`config.mk`:
```
export PLATFORM = sky130hd
export DESIGN_NAME = qtrm_queue
export DESIGN_NICKNAME = d
export VERILOG_FILES = /design/src/rtl/quaternion_to_rotation_matrix_assert.svh /design/src/rtl/qtrm_queue.sv
export SDC_FILE = /design/constraint.sdc
export NUM_CORES = 1
export LEC_CHECK = 0
export CORE_AREA = 3 3 40 42
export DETAILED_ROUTE_END_ITERATION = 6
export DIE_AREA = 0 0 43 45
export DONT_BUFFER_PORTS = 1
export GPL_TIMING_DRIVEN = 0
export HOLD_SLACK_MARGIN = 0.12
export SETUP_SLACK_MARGIN = 0.4
export SYNTH_ARGS = -nofsm -noshare
export SYNTH_HDL_FRONTEND = slang
export SYNTH_SLANG_ARGS = --single-unit
```
`constraint.sdc`:
```
create_clock -name clk_i -period 1.3 [get_ports clk_i]
set_clock_uncertainty 0.2 [all_clocks]
set_input_delay 0.13 -clock clk_i [delete_from_list [all_inputs] [get_ports clk_i]]
set_output_delay 0.13 -clock clk_i [all_outputs]
set_load 0.01 [all_outputs]
```
`src/rtl/quaternion_to_rotation_matrix_assert.svh`:
```
// ----------------------------------------------------------------------------
// quaternion to rotation matrix assertion macros
// concurrent checks clocked on clk_i, off while rst_ni is low
// ----------------------------------------------------------------------------
`ifndef QUATERNION_TO_ROTATION_MATRIX_ASSERT_SVH
`define QUATERNION_TO_ROTATION_MATRIX_ASSERT_SVH

// same-cycle implication
`define QTRM_ASSERT_NOW(lbl, ante, cons, msg) \
  lbl: assert property (@(posedge clk_i) disable iff (!rst_ni) (ante) |-> (cons)) \
    else $error(msg);

// next-cycle implication
`define QTRM_ASSERT_NEXT(lbl, ante, cons, msg) \
  lbl: assert property (@(posedge clk_i) disable iff (!rst_ni) (ante) |=> (cons)) \
    else $error(msg);

`endif

```
`src/rtl/qtrm_queue.sv`:
```
// ----------------------------------------------------------------------------
// qtrm_queue
// small register queue with occupancy count
// ----------------------------------------------------------------------------
`default_nettype none

module qtrm_queue #(
  parameter type         DATA_T = logic,
  parameter int unsigned DEPTH  = 2
) (
  input  wire logic                           clk_i,
  input  wire logic                           rst_ni,
  input  wire logic                           push_i,
  input  wire DATA_T                          data_i,
  input  wire logic                           pop_i,
  output      logic                           empty_o,
  output      DATA_T                          data_o,
  output      logic [$clog2(DEPTH+1)-1:0]     count_o
);

  localparam int PtrW = (DEPTH > 1) ? $clog2(DEPTH) : 1;
  localparam int CntW = $clog2(DEPTH + 1);

  DATA_T            mem_q [DEPTH];
  logic [PtrW-1:0]  wr_q, wr_d, rd_q, rd_d;
  logic [CntW-1:0]  cnt_q, cnt_d;
  logic             do_push, do_pop;

  assign do_push = push_i;
  assign do_pop  = pop_i && (cnt_q != '0);

  always_comb begin
    wr_d  = wr_q;
    rd_d  = rd_q;
    cnt_d = cnt_q;
    if (do_push) begin
      wr_d = (wr_q == PtrW'(DEPTH - 1)) ? '0 : wr_q + PtrW'(1);
    end
    if (do_pop) begin
      rd_d = (rd_q == PtrW'(DEPTH - 1)) ? '0 : rd_q + PtrW'(1);
    end
    if (do_push && !do_pop) begin
      cnt_d = cnt_q + CntW'(1);
    end else if (!do_push && do_pop) begin
      cnt_d = cnt_q - CntW'(1);
    end
  end

  always_ff @(posedge clk_i or negedge rst_ni) begin
    if (!rst_ni) begin
      wr_q  <= '0;
      rd_q  <= '0;
      cnt_q <= '0;
    end else begin
      wr_q  <= wr_d;
      rd_q  <= rd_d;
      cnt_q <= cnt_d;
    end
  end

  always_ff @(posedge clk_i) begin
    if (do_push) begin
      mem_q[wr_q] <= data_i;
    end
  end

  assign empty_o = (cnt_q == '0);
  assign data_o  = mem_q[rd_q];
  assign count_o = cnt_q;

endmodule

`default_nettype wire

```
* Word-level counts from Yosys, hierarchy flattened
Memory sizes are Yosys's and may differ from the RTL's. Cells that the tools add are included.
Word-level totals: register bits 4, bits in read-only memories 0, input port bits 5, memories kept 1, logic and storage cells 22, memory bits (writable) 2, output and inout bits 4, latch bits 0
Operators by class: multiply operators 0, divide/modulo/power cells 0, magnitude comparators 0, bitwise operators 0, multiplexer cells 6, shift-type cells 0, equal/unequal tests 0, $add $sub $neg 4, reduce and logical (&&, ||, !) cells 8
Memories:
- mem_q | depth 2, bits a word 1, rd ports 1, clocked after Yosys merged registers in 0, write ports 1, RTL line qtrm_queue.sv:24 | DATA_T mem_q [DEPTH];
Operator list (count):
- two-way mux 1 bit | 4
- two-way mux 2 bit | 2
- nonzero test 2 bit | 2
- logical AND 1 bit | 3
- adder 1 bit (second input constant) | 2
- adder 2 x 1 -> 2 bit (second input constant) | 1
- zero test 1 bit | 2
- zero test 2 bit | 1
- subtractor 2 x 1 -> 2 bit (second input constant) | 1

* Longest topological paths before layout
Gate-level depths: netlist (run 1).
depth after elaboration 5, depth in mapped cells 5, mapped depth without buffers 5

* Worst setup path before layout (run 1)
OpenSTA, ideal clock, no wires.
path kind register to register, start register cnt_q[0], in the netlist count_o[0], end register cnt_q[1], in the netlist count_o[1], path buffers 0, setup slack -0.182 ns, arrival 1.155 ns, period minus slack after synthesis 1.482 ns, stages on the path, launching flop included 6, setup time 0.128 ns, cell sequence dfrtp_1 > o21ai_1 > ha_1 > xor2_1 > nor2_1 > xor2_1
Between the ends: cells in the longest elaborated chain, start to end 5
Ends and longest elaborated chain:
- start, declared | RTL line qtrm_queue.sv:26 | logic [CntW-1:0] cnt_q, cnt_d;
- start signal, assigned | RTL line qtrm_queue.sv:57 | cnt_q <= cnt_d;
- parallel branches: the longest is 5 deep, another holds subtractor 2 x 1 -> 2 bit
Parallel ways; which one is timed is not known. The select of a mux whose other input is x is not followed. A chain may end at the register's enable or synchronous reset.

* Final worst setup path (run 1)
Ends and elaborated chain as after synthesis.

==> impl_metrics.csv, run 1 <==
group,metric,value,unit
power,power,0.0009346,W
synthesis,ys_warn_count,0,
clocking,cts-root-buf,"clkbuf_4",
clocking,cts_tree,"built",
drt,drtPass1Iterations,1,
sta,tightest_slew,0.2099,ns
synthesis,avgSynthCellArea,14.04,um2
sta,fin_crit_sh,1.117,
final_layout,diodes,0,
floorplanning,start_util,0.1967,
drt,routed_wl,496,um
floorplanning,dieArea,1935,um2
critical_path,crit_fanout,5,
global_routing,grt_max_degree,6,
job,max_cap_viol_count,0,
sta,finalHoldViolCount,10,
critical_path,startpoint_type,"register",
synthesis,netlist_area,252.7,um2
hold_path,hold_path_class,"primary input to register",
power,pwr-share-seq,0.437,
run_status,violations,"hold timing, setup timing",
drt,drtAntennaViolNets,0,
clocking,ctsHoldBuffers,2,
drt,drt_iter0_drc,0,
sta,slew_viol_final,0,
power,p_per_area,2320,nW/um2
synthesis,synth_seq_area_share,0.6337,
drt,drc,0,
final_layout,final_nets,36,
critical_path,end_kind,"register",
sta,rsz0062_at_grt,"yes",
global_routing,overflow,0,
final_layout,nFillCells,143,
critical_path,worstSetupPathType,"register to register",
sta,fmax,0.6885,GHz
power,pwr-share-comb,0.381,
global_routing,antenna_found_initial,0,
sta,layout_setup_ws,-0.1523,ns
floorplanning,std_cell_rows,13,
sta,layout_min_cycle_time,1.452,ns
clocking,numCtsBuffers,3,
synthesis,synth_cells,18,
clocking,cts_sinks,6,
power,p_clk_frac,0.182,
power,power.switching,0.0003105,W
clocking,h-tree-depth,1,
drt,viasPerCell,3.884,
floorplanning,die_h,45,um
final_layout,drive_gt1_frac,0.6071,
global_routing,grt.total_usage,0.06297,
drt,post_drt_wl_per_cell,11.53,um
global_routing,grt_pass1_wl,834,um
clocking,clockBufferDepth,2,
synthesis,synth_nets,24,
synthesis,synth.distinct_cells,10,
floorplanning,die_width,43,um
floorplanning,core-area,1285,um2
critical_path,critPathArrivalTime,1.37,ns
drt,dr_total_vias,167,
power,p_leak,0.1696,nW
power,peakVddDrop,0.0009771,V
run_status,status,"finished, violations left",
clocking,clk_latency,0.24,ns
power,swShare,0.3322,
sta,whs,-0.2232,ns
final_layout,finish.utilization,0.3135,
power,internal-power,0.0006241,W
sta,relSlewSlack,0.8595,
synthesis,synth-seq-cells,6,
clocking,clk_pin_slew,0.05,ns
critical_path,required,1.22,ns
place,gp_congestion,0.6492,
sta,finalSetupViolCount,2,
floorplanning,ioPinCount,9,
final_layout,area_delta_synth_final,59.41,%
global_routing,grt_pass1_vias,198,
place,io_buffer_count,0,
-- worst max-delay path, cell delays in order (launching register included) --
cell,delay (ns)
dfrtp_2,0.48
o21ai_4,0.18
ha_4,0.16
xor2_2,0.14
nor2_2,0.05
xor2_1,0.13
-- worst paths after layout --
path,startpoint,endpoint,slack [ns],cells after the start
setup / recovery,count_o[0],count_o[1],-0.15,5
hold / removal,push_i,wr_q,-0.22,1
setup reg to reg,count_o[0],count_o[1],-0.15,5
hold reg to reg,count_o[1],count_o[1],0.36,1
max in group asynchronous,rst_ni,count_o[0],0.73,1
min in group asynchronous,rst_ni,wr_q,-0.03,1
-- sequential cells by signal (all words and copies together), names as in the netlist --
register and flops:
count_o 2, mem_q 2, rd_q 1, wr_q 1
-- power groups by stage --
stage / clock [W] / combinational [W] / sequential (W)
after floorplan: 0 / 0.000173 / 0.000374
after global placement: 0 / 0.000184 / 0.000387
after detailed placement: 0 / 0.000196 / 0.000392
after CTS: 0.000177 / 0.000281 / 0.000388
after global routing: 0.000183 / 0.000399 / 0.000426
final: 0.000170 / 0.000356 / 0.000408
-- what timing repair did --
item                                    in CTS  in global routing
endpoints found under the setup margin       9                 12
pin swaps                                    3                  2
resized for setup                            2                  7
buffers inserted                             3                  2
endpoints found under the hold margin       12                 12
-- final cells by class --
class,instances,area [um2],area share
multi-input combinational,12,135.1,0.3354
tap,15,18.77,0.04658
sequential,6,162.7,0.4037
timing repair buffer,7,63.81,0.1584
clock buffer,3,22.52,0.05590
-- per-stage QoR --
step | worst slack, ns | area [um2] | instances | setup TNS (ns) | hold WS, ns
2_1_floorplan | -0.1137 | 262.8 | 18 | -0.1182 | -0.3656
3_3_place_gp | -0.1532 | 281.5 | 33 | -0.1868 | -0.3654
3_5_place_dp | -0.2039 | 281.5 | 33 | -0.2730 | -0.3654
4_1_cts | -0.1832 | 352.8 | 41 | -0.2331 | -0.2304
5_1_grt | -0.2198 | 402.9 | 43 | -0.2859 | -0.2267
6_report | -0.1523 | 402.9 | 43 | -0.1655 | -0.2232
-- per-layer routing --
metal	vias to the layer above	GRT usage	share of wire
met5	-	0	0
met4	0	0.05422	0
met3	0	0.03586	0.14
met2	9	0.08383	0.45
met1	80	0.07160	0.41
li1	78	-	-
-- cell usage in the layout, fill, tap and decap left out, types with 2 or more instances in the layout --
cell type,count
xnor2_1,2
edfxtp_1,2
dfrtp_2,2
xor2_1,2
buf_4,4
clkbuf_4,3
dfrtp_1,2
-- kinds of logic after synthesis --
group | synth area share
mux | 0.04455
flops | 0.6337
fa+ha+maj | 0.04950
simple gates | 0.07925
compound gates | 0.01978
xor+xnor | 0.1733
-- synth_stat cells, drive strengths merged --
master	instances	area [um2]
and2	1	6.260
dfrtp	4	100.1
edfxtp	2	60.06
ha	1	12.51
mux2	1	11.26
nor2	2	7.510
nor2b	1	6.260
o21ai	1	5.000
xnor2	2	17.52
xor2	3	26.28
Power figures use the tool's default switching activity.
==> run 2: changes to the inputs <==
- SKIP_LAST_GASP: default -> 1
- clock period: 1.3 -> 1.45 ns (I/O delays scaled with it)
==> impl_metrics.csv, run 2 (synthesis gave the netlist of run 1 again) <==
group,metric,value,unit
run_status,status,"finished, violations left",
run_status,violations,"hold timing, setup timing",
final_layout,drive_gt1_frac,0.4615,
critical_path,critPathArrivalTime,1.40,ns
power,power,0.0007862,W
sta,finalSetupTns,-0.03092,ns
final_layout,area_delta_synth_final,47.53,%
floorplanning,ioPinCount,9,
clocking,clockBufferDepth,2,
critical_path,crit_fanout,5,
power,p_leak,0.1435,nW
drt,drtAntennaViolNets,0,
drt,viasPerCell,3.756,
critical_path,critPathBufInv,0,
floorplanning,die_width,43,um
critical_path,slowest_delay,0.48,ns
drt,routed_wl,475,um
clocking,cts-root-buf,"clkbuf_4",
power,p_per_area,2109,nW/um2
critical_path,startpoint_type,"register",
final_layout,nFillCells,135,
sta,tightest_slew,0.2039,ns
global_routing,grt_pass1_wl,862,um
final_layout,stdcell_count,41,
drt,drc,0,
hold_path,hold_path_class,"primary input to register",
final_layout,final_common_cell,"clkbuf_4",
final_layout,diodes,0,
sta,rsz0062_at_grt,"yes",
clocking,cts_sinks,6,
final_layout,final_nets,33,
floorplanning,dieArea,1935,um2
clocking,numCtsBuffers,3,
critical_path,cp_cell_sequence,"o21ai_4, ha_4, xor2_2, nor2_2, xor2_1",
sta,finalHoldViolCount,9,
sta,fmax,0.6753,GHz
sta,fin_crit_sh,1.021,
critical_path,r2r_start,"count_o[0]",
global_routing,grt.total_usage,0.06460,
critical_path,worstSetupPathType,"register to register",
drt,dr_total_vias,154,
clocking,clk_pin_slew,0.05,ns
sta,relSlewSlack,0.8635,
floorplanning,start_util,0.1967,
critical_path,crit_family,"flip-flops",
sta,slew_viol_final,0,
place,dp_cells,33,
floorplanning,die_h,45,um
clocking,clk_latency,0.24,ns
sta,layout_min_cycle_time,1.481,ns
clocking,h-tree-depth,1,
clocking,ctsHoldBuffers,2,
sta,finalSetupViolCount,1,
global_routing,antenna_found_initial,0,
floorplanning,std_cell_rows,13,
place,io_buffer_count,0,
drt,post_drt_wl_per_cell,11.59,um
drt,drt_iter0_drc,0,
power,peakVddDrop,0.0008624,V
place,gp_congestion,0.6687,
global_routing,grt_max_degree,6,
sta,whs,-0.2086,ns
clocking,cts_tree,"built",
global_routing,overflow,0,
critical_path,required,1.37,ns
critical_path,slowest_stage,"dfrtp_2",
floorplanning,core-area,1285,um2
hold_path,hp-start,"push_i",
drt,drtPass1Iterations,1,
global_routing,grt_pass1_vias,191,
sta,layout_setup_ws,-0.03092,ns
critical_path,crit_start,"count_o[0]",
critical_path,end_kind,"register",
job,max_cap_viol_count,0,
run 2: where the power goes:
part,leakage [nW],switching (W),internal (W)
Combinational,0.0651,0.000106,0.000152
Clock,0.0150,0.0000618,0.000104
Sequential,0.0634,0.000106,0.000256
Total,0.143,0.000274,0.000513
run 2: layout make-up:
type                       count  area (um2)  area share
multi-input combinational     12       130.1      0.3490
tap                           15       18.77     0.05034
clock buffer                   4       26.28     0.07047
timing repair buffer           4       35.03     0.09396
sequential                     6       162.7      0.4362
run 2: layer usage:
layer	global-route usage	wire length (um)	part of all wire	up-vias
met2	0.08982	216	0.45	11
met4	0.03614	0	0	0
li1	-	-	-	73
met1	0.07143	201	0.42	70
met3	0.04781	57	0.12	0
met5	0	0	0	-
run 2: per-stage QoR:
stage / area (um2) / util / worst slack [ns]
floorplan: 259.0 / - / 0.03631
global placement: 277.8 / 0.2162 / -0.002294
detailed placement: 277.8 / 0.2162 / -0.09812
CTS: 362.8 / 0.2824 / -0.04748
global route: 372.9 / 0.2902 / -0.09257
finish: 372.9 / 0.2902 / -0.03092
run 2: final timing paths:
kind                              endpoint  slack (ns)  cells past startpoint
worst min-delay path                  wr_q       -0.21                      1
worst max register to register  count_o[1]       -0.03                      5
max in group asynchronous       count_o[0]        0.89                      1
min in group asynchronous       count_o[1]       -0.03                      1
worst min register to register        wr_q        0.29                      1
worst max-delay path            count_o[1]       -0.03                      5
run 2: repair_timing:
item                                    4_1_cts  5_1_grt
endpoints found under the setup margin        6        7
endpoints found under the hold margin        12       10
pin swaps                                     1        1
setup buffers                                 2        0
resized for setup                             3        2
gates cloned                                  0        0
